==> config.mk <==
export PLATFORM = sky130hd
export DESIGN_NAME = modbus_rtu_response_receiver
export DESIGN_NICKNAME = d
export VERILOG_FILES = /design/src/design/mbrtu_pkg.sv /design/src/design/mbrtu_core.sv /design/src/design/modbus_rtu_response_receiver.sv
export SDC_FILE = /design/constraint.sdc
export NUM_CORES = 1
export LEC_CHECK = 0
export BUFFER_PORTS_ARGS = -buffer_cell sky130_fd_sc_hd__buf_4
export CAP_MARGIN = 25
export CORE_MARGIN = 2
export CORE_UTILIZATION = 45
export DETAILED_ROUTE_END_ITERATION = 6
export GPL_ROUTABILITY_DRIVEN = 1
export PLACE_DENSITY_LB_ADDON = 0.2
export SLEW_MARGIN = 5
export SYNTH_ARGS = -nofsm -noshare
export SYNTH_HDL_FRONTEND = slang
export SYNTH_SLANG_ARGS = --single-unit
export TNS_END_PERCENT = 20
==> constraint.sdc <==
create_clock -name clk_i -period 6.1 [get_ports clk_i]
set_clock_uncertainty 0.05 [all_clocks]
set_input_delay 0.61 -clock clk_i [delete_from_list [all_inputs] [get_ports clk_i]]
set_output_delay 0.61 -clock clk_i [all_outputs]
set_load 0.05 [all_outputs]
==> src/design/mbrtu_pkg.sv <==
// ----------------------------------------------------------------------------
// Modbus RTU response receiver package
// Shared types, constants and the byte-wide CRC-16 update.
// ----------------------------------------------------------------------------
package mbrtu_pkg;

  localparam int unsigned MaxFrame = 1024;
  localparam int unsigned CntW     = $clog2(MaxFrame) + 1;
  localparam int unsigned IdxW     = 10;
  localparam int unsigned StatW    = 3;

  localparam logic [CntW-1:0] FrameLenShort = CntW'(8);
  localparam logic [CntW-1:0] FrameLenMulti = CntW'(9);
  localparam logic [CntW-1:0] ReadHdrLen    = CntW'(5);
  localparam logic [CntW-1:0] ReadExtLen    = CntW'(256);
  localparam logic [15:0]     QtyExtLimit   = 16'd128;
  localparam logic [15:0]     CrcInit       = 16'hFFFF;
  localparam logic [15:0]     CrcPoly       = 16'hA001;
  localparam logic [7:0]      BcastAddr     = 8'd0;
  localparam logic [IdxW-1:0] IdxMax        = '1;

  localparam logic [7:0] FcReadCoils   = 8'd1;
  localparam logic [7:0] FcReadHold    = 8'd3;
  localparam logic [7:0] FcReadInput   = 8'd4;
  localparam logic [7:0] FcWriteCoil   = 8'd5;
  localparam logic [7:0] FcWriteReg    = 8'd6;
  localparam logic [7:0] FcWriteCoils  = 8'd15;
  localparam logic [7:0] FcWriteRegs   = 8'd16;

  typedef enum logic [0:0] {
    CFG_DEV_ADDR = 1'b0,
    CFG_REQ_QTY  = 1'b1
  } cfg_idx_e;

  typedef enum logic [StatW-1:0] {
    ST_RECV      = 3'd0,
    ST_GOOD      = 3'd1,
    ST_BAD_ADDR  = 3'd2,
    ST_BAD_FUNC  = 3'd3,
    ST_OVERFLOW  = 3'd4,
    ST_CRC_ERR   = 3'd5
  } status_e;

  typedef struct packed {
    status_e         status;
    logic [IdxW-1:0] byte_index;
    logic [7:0]      data_byte;
  } result_t;

  function automatic logic [15:0] crc_upd(logic [15:0] crc, logic [7:0] b);
    logic [15:0] c;
    c = crc ^ {8'h00, b};
    for (int k = 0; k < 8; k++) begin
      c = c[0] ? ((c >> 1) ^ CrcPoly) : (c >> 1);
    end
    return c;
  endfunction

  function automatic logic code_ok(logic [7:0] fc);
    return fc == FcReadCoils || fc == FcReadHold || fc == FcReadInput ||
           fc == FcWriteCoil || fc == FcWriteReg || fc == FcWriteCoils ||
           fc == FcWriteRegs;
  endfunction

endpackage

==> src/design/mbrtu_core.sv <==
// ----------------------------------------------------------------------------
// Modbus RTU frame tracker
// Holds the frame state, checks address, function and length, runs the CRC.
// ----------------------------------------------------------------------------
module mbrtu_core import mbrtu_pkg::*; (
  input  logic        clk_i,
  input  logic        rst_ni,
  input  logic        step_i,
  input  logic [7:0]  byte_i,
  input  logic [7:0]  dev_addr_i,
  input  logic [15:0] req_qty_i,
  output result_t     res_o
);

  logic [CntW-1:0] cnt_q, cnt_d;
  logic [7:0]      fc_q, fc_d;
  logic [7:0]      len_q, len_d;
  logic [15:0]     crc_q, crc_d;

  logic [CntW-1:0] cnt_inc, target;
  logic [15:0]     crc_n;
  logic            ovf, done;

  assign ovf     = cnt_q >= CntW'(MaxFrame);
  assign cnt_inc = cnt_q + CntW'(1);
  assign crc_n   = crc_upd(crc_q, byte_i);

  always_comb begin
    fc_d  = fc_q;
    len_d = len_q;
    if (cnt_q == CntW'(1)) begin
      fc_d = byte_i;
    end
    if (cnt_q == CntW'(2)) begin
      len_d = byte_i;
    end
  end

  always_comb begin
    target = ReadHdrLen + {{(CntW-8){1'b0}}, len_d};
    if (req_qty_i > QtyExtLimit) begin
      target = target + ReadExtLen;
    end
    unique case (fc_d)
      FcWriteCoil, FcWriteReg, FcWriteRegs: done = cnt_inc == FrameLenShort;
      FcWriteCoils:                          done = cnt_inc == FrameLenMulti;
      FcReadCoils, FcReadHold, FcReadInput:  done = cnt_inc >= CntW'(3) && cnt_inc == target;
      default:                               done = 1'b0;
    endcase
  end

  always_comb begin
    cnt_d = cnt_inc;
    crc_d = crc_n;
    res_o.data_byte  = byte_i;
    res_o.byte_index = cnt_q[IdxW-1:0];
    res_o.status     = ST_RECV;
    priority if (ovf) begin
      res_o.status     = ST_OVERFLOW;
      res_o.byte_index = IdxMax;
      cnt_d = '0;
    end else if (cnt_q == '0 && byte_i != dev_addr_i && byte_i != BcastAddr) begin
      res_o.status = ST_BAD_ADDR;
      cnt_d = '0;
    end else if (cnt_q == CntW'(1) && !code_ok(byte_i)) begin
      res_o.status = ST_BAD_FUNC;
      cnt_d = '0;
    end else if (done) begin
      res_o.status = (crc_n == 16'h0000) ? ST_GOOD : ST_CRC_ERR;
      cnt_d = '0;
    end else begin
      res_o.status = ST_RECV;
    end
  end

  always_ff @(posedge clk_i or negedge rst_ni) begin
    if (!rst_ni) begin
      cnt_q <= '0;
      fc_q  <= '0;
      len_q <= '0;
      crc_q <= CrcInit;
    end else if (step_i) begin
      if (cnt_d == '0) begin
        cnt_q <= '0;
        fc_q  <= '0;
        len_q <= '0;
        crc_q <= CrcInit;
      end else begin
        cnt_q <= cnt_d;
        fc_q  <= fc_d;
        len_q <= len_d;
        crc_q <= crc_d;
      end
    end
  end

  a_cnt_bound: assert property (@(posedge clk_i) disable iff (!rst_ni)
    cnt_q <= CntW'(MaxFrame))
    else $error("frame count past limit");

  a_idle_clean: assert property (@(posedge clk_i) disable iff (!rst_ni)
    cnt_q == '0 |-> crc_q == CrcInit && fc_q == '0 && len_q == '0)
    else $error("idle state not clean");

  a_end_idle: assert property (@(posedge clk_i) disable iff (!rst_ni)
    step_i && res_o.status != ST_RECV |=> cnt_q == '0)
    else $error("frame end did not return to idle");

  a_fc_held: assert property (@(posedge clk_i) disable iff (!rst_ni)
    cnt_q > CntW'(2) |-> code_ok(fc_q))
    else $error("unsupported code held in frame");

endmodule

==> src/design/modbus_rtu_response_receiver.sv <==
// ----------------------------------------------------------------------------
// Modbus RTU response receiver
// Result is registered and appears in the cycle after the byte is accepted.
// Throughput: one byte per cycle unless stalled; frame state, CRC in one pass.
// Output register decouples the sides; input ready while it is empty or taken.
// Reset: address 1, quantity 0, receiver idle, CRC at 0xFFFF, no result held.
// ----------------------------------------------------------------------------
module modbus_rtu_response_receiver import mbrtu_pkg::*; (
  input  logic        clk_i,
  input  logic        rst_ni,
  input  logic        cfg_we_i,
  input  logic [0:0]  cfg_idx_i,
  input  logic [15:0] cfg_wdata_i,
  input  logic        s_axis_tvalid,
  output logic        s_axis_tready,
  input  logic [7:0]  s_axis_tdata,   // [7:0] rx_byte
  output logic        m_axis_tvalid,
  input  logic        m_axis_tready,
  output logic [23:0] m_axis_tdata    // [2:0] status, [12:3] byte_index,
                                      // [20:13] data_byte, [23:21] zero
);

  logic [7:0]  dev_addr_q;
  logic [15:0] req_qty_q;
  logic        vld_q;
  result_t     res_q, res_d;
  logic        acc;

  assign s_axis_tready = !vld_q || m_axis_tready;
  assign acc           = s_axis_tvalid && s_axis_tready;

  always_ff @(posedge clk_i or negedge rst_ni) begin
    if (!rst_ni) begin
      dev_addr_q <= 8'd1;
      req_qty_q  <= '0;
    end else if (cfg_we_i) begin
      unique case (cfg_idx_e'(cfg_idx_i))
        CFG_DEV_ADDR: dev_addr_q <= cfg_wdata_i[7:0];
        CFG_REQ_QTY:  req_qty_q  <= cfg_wdata_i;
        default:      dev_addr_q <= dev_addr_q;
      endcase
    end
  end

  mbrtu_core u_core (
    .clk_i      (clk_i),
    .rst_ni     (rst_ni),
    .step_i     (acc),
    .byte_i     (s_axis_tdata),
    .dev_addr_i (dev_addr_q),
    .req_qty_i  (req_qty_q),
    .res_o      (res_d)
  );

  always_ff @(posedge clk_i or negedge rst_ni) begin
    if (!rst_ni) begin
      vld_q <= 1'b0;
    end else if (acc) begin
      vld_q <= 1'b1;
    end else if (m_axis_tready) begin
      vld_q <= 1'b0;
    end
  end

  always_ff @(posedge clk_i) begin
    if (acc) begin
      res_q <= res_d;
    end
  end

  assign m_axis_tvalid = vld_q;
  assign m_axis_tdata  = {3'b000, res_q.data_byte, res_q.byte_index, res_q.status};

endmodule

# Yosys cells after proc, flatten, opt, wreduce, memory -nomap -nowiden
# Index checks and enable logic that the tools add are counted.
# classes
addsub,3
magnitude_cmp,3
n_eq_ne,20
mux,26
bitwise,10
reduce_logical,24
# op_table
cell,count
$mux W16,9
$mux W11,6
$eq A8 B3 Y1 const B,6
$mux W8,4
$not A2 Y3,8
$eq A11 B4 Y1 const B,2
$logic_not A11 Y1,2
$eq A8 B1 Y1 const B,2
$eq A8 B2 Y1 const B,2
$eq A8 B4 Y1 const B,2
$eq A8 B5 Y1 const B,2
$gt A16 B8 Y1 const B,1
$logic_not A16 Y1,1
$xor A16 B8 Y16,1
$mux W3,4
$add A11 B1 Y11 const B,1
$add A11 B9 Y11 const B,1
$eq A11 B1 Y1 const B,1
$eq A11 B11 Y1,1
$eq A11 B2 Y1 const B,1
$ge A11 B11 Y1 const B,1
$ge A11 B2 Y1 const B,1
$add A3 B8 Y9 const A,1
$ne A8 B8 Y1,1
11 further kinds,25
# word_totals
register_bits,89
inputBits,30

# Longest topological paths before layout
# depth
ltp_word,22
mapped_depth,22
depth_no_buf,19

# By module
# A second synthesis with hierarchy kept.
# unflattened
cells_unflattened,503
hier_area_um2,5356.4
# by_module_without_submodules
module,n_inst,cells_per_inst,area_each_um2
mbrtu_core,1,422,3667.3
modbus_rtu_response_receiver,1,81,1689.1

# Worst setup path before layout
# Ideal clock, no wire load.
# synth_path
path_kind,reg2reg
from,register u_core.cnt_q[0]
to,register u_core.len_q[0]
arrival_ns,4.224
path_slack_ns,1.705
path_stages_with_launch,22
path_buffers,3
period_less_slack_ns,4.395
cell_sequence,dfrtp_1 -> clkbuf_1 -> inv_1 -> ha_1 -> nor4b_2 -> and3_1 -> buf_2 -> nand2_1 -> nand2_1 -> ha_1 -> a211oi_1 -> nor3_1 -> ha_1 -> a2111oi_0 -> a211oi_1 -> nor4_1 -> nand4b_1 -> a311o_1 -> or2_1 -> and2_1 -> buf_2 -> a22o_1
# synth_via
elab_chain_cells,14
word_cells_on_any_way,34
classes_between,add/sub (3); order compare (2); eq/ne (12); mux (9); reduce/logical (8)
# synth_lines
item,line,source
start: declaration,mbrtu_core.sv:15,"logic [CntW-1:0] cnt_q, cnt_d;"
start signal: assignment,mbrtu_core.sv:89,cnt_q <= cnt_d;
$eq A11 B2 Y1,mbrtu_core.sv:34,if (cnt_q == CntW'(2)) begin
$mux W8,mbrtu_core.sv:34,
$add A3 B8 Y9,mbrtu_core.sv:40,"target = ReadHdrLen + {{(CntW-8){1'b0}}, len_d};"
$add A11 B9 Y11,mbrtu_core.sv:42,target = target + ReadExtLen;
$mux W11,mbrtu_core.sv:41,if (req_qty_i > QtyExtLimit) begin
$eq A11 B11 Y1,mbrtu_core.sv:47,"FcReadCoils, FcReadHold, FcReadInput: done = cnt_inc >= CntW'(3) && cnt_inc == target;"
$logic_and A1 B1 Y1,mbrtu_core.sv:47,
$pmux W1 S3,mbrtu_core.sv:44,unique case (fc_d)
$mux W11,mbrtu_core.sv:68,end else if (done) begin
$mux W11,mbrtu_core.sv:65,end else if (cnt_q == CntW'(1) && !code_ok(byte_i)) begin
$mux W11,mbrtu_core.sv:62,end else if (cnt_q == '0 && byte_i != dev_addr_i && byte_i != BcastAddr) begin
$mux W11,mbrtu_core.sv:58,priority if (ovf) begin
$logic_not A11 Y1,mbrtu_core.sv:83,if (cnt_d == '0) begin
$mux W8 (*),mbrtu_core.sv:83,
end signal: assignment,mbrtu_core.sv:91,len_q <= len_d;
end: declaration,mbrtu_core.sv:17,"logic [7:0] len_q, len_d;"
# Mark *: on every way between the ends. The rest lies on a longest branch, timed or not.
# A chain may end at the register's enable or synchronous reset.

# Final worst setup path
# layout_path
from,register u_core.cnt_q[0]
to,register u_core.cnt_q[0]
# layout_via
elab_chain_cells,14
word_cells_on_any_way,34
classes_between,add/sub (3); order compare (2); eq/ne (12); mux (9); reduce/logical (8)
# layout_lines
item,line
$eq A11 B2 Y1,mbrtu_core.sv:34
$mux W8,mbrtu_core.sv:34
$add A3 B8 Y9,mbrtu_core.sv:40
$add A11 B9 Y11,mbrtu_core.sv:42
$mux W11,mbrtu_core.sv:41
$eq A11 B11 Y1,mbrtu_core.sv:47
$logic_and A1 B1 Y1,mbrtu_core.sv:47
$pmux W1 S3,mbrtu_core.sv:44
$mux W11,mbrtu_core.sv:68
$mux W11,mbrtu_core.sv:65
$mux W11,mbrtu_core.sv:62
$mux W11 (*),mbrtu_core.sv:58
$logic_not A11 Y1,mbrtu_core.sv:83
$mux W11 (*),mbrtu_core.sv:83
# Marked as above.

==> metrics.md <==
| Metric | Value |
|---|---|
| Status | `complete, no violations` |
| Distinct cells, synth | `66` |
| Hold Buf Count CTS | `0` |
| Critical path fanouts, max | `12` |
| Post-CTS Setup Inserts | `0` |
| Std cell rows | `38` |
| CTS tree | `done` |
| Drt pass-1 iters | `5` |
| Worst setup path class | `reg2reg` |
| Pin count of the biggest net entering global routing | `69` |
| Reg2reg end | `u_core.cnt_q[0]` |
| P_sw | `553.4 uW` |
| Internal reg-to-reg setup slack | `0.55 ns` |
| Initial Utilization | `0.4640` |
| Cells after Synth | `472` |
| Synth Warn # | `0` |
| Clk pwr share | `0.262` |
| Synth Area per Inst | `10.70 sq um` |
| Layout area overhead | `13.72%` |
| Synth Register Bits | `89` |
| Tmin final | `5.549 ns` |
| VDD IR max | `0.0001137 V` |
| Avg WL per Cell | `18.42 microns` |
| Most frequent cells in the layout | `58 x buf_4, 51 x dfrtp_1, 30 x nand2_1, 30 x xnor2_1, 27 x mux2_2` |
| Startpoint types | `flop` |
| Switching share of power | `0.3254` |
| Clk pin slew, worst setup/hold paths | `0.08 ns` |
| CP cell instances | `inv_1, ha_1, nor4b_2, nand3_2, nand2_1, nand2_1, ha_1, a211oi_1, nor3_1, ha_1, a2111oi_0, a211oi_1, nor4_1, nand4b_1, a311o_1, o21ai_1, nor2_1, mux2_2` |
| CP max stage cell | `o21ai_1` |
| Post-layout nets | `549` |
| Setup crit end kind | `flop` |
| DRC errors left | `0` |
| Sum of negative setup slack | `0 ns` |
| Finish-stage setup viols | `0` |
| Leak Pwr | `2.359 nW` |
| Clock root buffer | `clkbuf_8` |
| CP dominant cell by count | `ha_1` |
| CP Data Required Time | `6.31 ns` |
| Tcrit/Tclk final | `0.9097` |
| Final hold slack | `0.2957 ns` |
| Pwr dens | `296.0 nW/um^2` |
| First-pass GRT wire length | `20000 microns` |
| I/O Buffers | `52` |
| Tightest Pin Transition | `0.8650 ns` |
| Cts bufs inserted | `9` |
| CP arrival | `5.76 ns` |
| Die Ht | `110.0 microns` |
| Bufs and invs on worst path | `1` |
| Vias in the first global route | `3829` |
| Total track usage | `0.2188` |
| Hold crit path type | `in2async` |
| RSZ-0062 raised after global routing | `no` |
| Pins Over Slew Limit | `0` |
| Layout cells sized above 1 | `0.2713` |
| Top cell type by total area after synthesis | `dfrtp_1` |
| Clk_lat worst skew | `0.37 ns` |
| Width of the die | `110.0 microns` |
| Max Fclk | `0.1802 GHz` |
| Ys flop type | `dfrtp_1` |
| Top cells by area, synth | `dfrtp_1 25%, edfxtp_1 12%, dfstp_2 8.8%, mux2_2 6.0%, xnor2_1 5.2%` |
| Antenna cells | `0` |
| Fill cells | `991` |
| Vias | `3889` |
| Post-CTS Resized | `0` |
| Drt initial violations | `283` |
| Hold Vio Cnt, Final | `0` |
| Max Root-Sink Buffers | `2` |
| Comb power frac | `0.296` |
| H-tree depth | `3` |
| Share of synthesized area occupied by flip-flops and latches | `0.4658` |
| Final WL | `12080 microns` |
| Critical Path Max Stage Delay | `0.70 ns` |
| Antenna viol nets, final | `0` |
| Commonest non-fill, non-tap cell in the layout | `buf_4` |
| Io pins | `56` |
| Worst-case reg-to-reg path depth | `18` |
| Slew HR | `0.4195` |
| DR vias/cell | `5.928` |
| P_int | `1.147 mW` |
| Yosys top cell area share | `0.2526` |
| Number of synthesized flops with an enable pin | `21` |
| Final GP Congestion | `0.9388` |
| Detail Placement HPWL | `8462 microns` |
| Worst R2R Start | `u_core.cnt_q[0]` |
| Grt total ovfl | `0` |
| Antenna violations before repair | `0` |
| Cell family with most CP delay | `compound AO/OA/AOI/OAI gates` |
| Mapped Area | `5052 sq um` |
| Power share of the sequential group | `0.443` |
| Async set or reset register ratio after synthesis | `0.7640` |
| Die ar. | `12090 sq um` |
| Clock Sinks | `89` |
| Max cap viols | `0` |
| Core region area | `10890 sq um` |
==> synth_stat cells, types with 3 or more instances <==
library cell	instances
a211oi_1	5
a21oi_1	14
a22o_1	16
a31oi_1	3
and2_1	8
and3_1	7
buf_2	8
buf_4	3
clkbuf_1	20
dfrtp_1	51
dfstp_2	17
edfxtp_1	21
ha_1	8
inv_1	8
mux2_2	27
mux2i_1	12
nand2_1	30
nand2b_1	5
nand3_1	11
nand4_1	8
nand4b_1	3
nor2_1	20
nor2b_1	3
nor3_1	10
nor3b_1	3
nor4_1	11
o211ai_1	3
o21ai_0	13
o22a_1	11
o31ai_1	3
or2_2	12
or3b_2	3
or4_1	3
xnor2_1	30
xor2_1	22
==> layout make-up <==
type	count	area, sq um	area share
tap	140	175.2	0.03049
multi-input combinational	344	2531	0.4405
clock inverter	6	88.84	0.01546
timing repair buffer	58	435.4	0.07578
clock buffer	10	127.6	0.02221
inverter	9	33.78	0.005880
sequential	89	2354	0.4096
==> registers in the layout, indices dropped and copies added (netlist names) <==
signal and flops:
u_core.crc_q 16, m_axis_tvalid 1, dev_addr_q 8, u_core.cnt_q 11, req_qty_q 16, u_core.fc_q 8, u_core.len_q 8, m_axis_tdata 21
==> worst max-delay path by stage <==
stage                          from         endpoint  slack [ns]  cells past startpoint
global placement    u_core.cnt_q[0]  u_core.cnt_q[0]        1.00                     18
floorplan           u_core.cnt_q[0]  u_core.len_q[0]        1.70                     21
detailed placement  u_core.cnt_q[0]  u_core.cnt_q[0]        0.75                     18
global route        u_core.cnt_q[0]  u_core.cnt_q[0]        0.08                     18
finish              u_core.cnt_q[0]  u_core.cnt_q[0]        0.55                     18
CTS                 u_core.cnt_q[0]  u_core.cnt_q[0]        0.65                     18
==> through the flow <==
| stage | area, sq um | utilization | power, mW | setup slack [ns] | std cells |
|---|---|---|---|---|---|
| 3_5_place_dp | 5529 | 0.5078 | 1.263 | 0.7472 | 640 |
| 6_report | 5746 | 0.5277 | 1.701 | 0.5511 | 656 |
| 3_3_place_gp | 5529 | 0.5078 | 1.254 | 1.003 | 640 |
| 2_1_floorplan | 5060 | - | 1.136 | 1.705 | 474 |
| 4_1_cts | 5746 | 0.5277 | 1.712 | 0.6454 | 656 |
| 5_1_grt | 5746 | 0.5277 | 1.800 | 0.08440 | 656 |
==> worst reg2reg max path, stage by stage (launching register included) <==
cell	delay, ns
dfrtp_1	0.49
inv_1	0.24
ha_1	0.24
nor4b_2	0.37
nand3_2	0.23
nand2_1	0.13
nand2_1	0.08
ha_1	0.24
a211oi_1	0.44
nor3_1	0.10
ha_1	0.24
a2111oi_0	0.43
a211oi_1	0.08
nor4_1	0.27
nand4b_1	0.13
a311o_1	0.35
o21ai_1	0.70
nor2_1	0.28
mux2_2	0.35
==> layer usage <==
metal  track usage  routed length [microns]  vias up
met3       0.03320                      769       16
li1              -                        -     1805
met5             0                        0        -
met4       0.09222                      219        0
met2        0.3348                     5557      157
met1        0.3087                     5537     1911
==> power by group through the flow <==
stage                     Clock [mW]  Combinational, mW  Sequential (mW)
after floorplan                    0              0.350            0.786
final                          0.445              0.503            0.753
after detailed placement           0              0.498            0.765
after CTS                      0.459              0.500            0.753
after global placement             0              0.493            0.760
after global routing           0.485              0.551            0.764
==> cells by family after synthesis <==
group           count (synthesis)  synth area share
buf+inv                        41           0.03467
fa+ha+maj                       8           0.01981
mux                            39           0.08395
xor+xnor                       52           0.09014
compound gates                 90            0.1298
flops                          89            0.4658
other cells                     1         0.0007422
simple gates                  152            0.1751
Note: power is estimated with default switching activity, not from simulation.
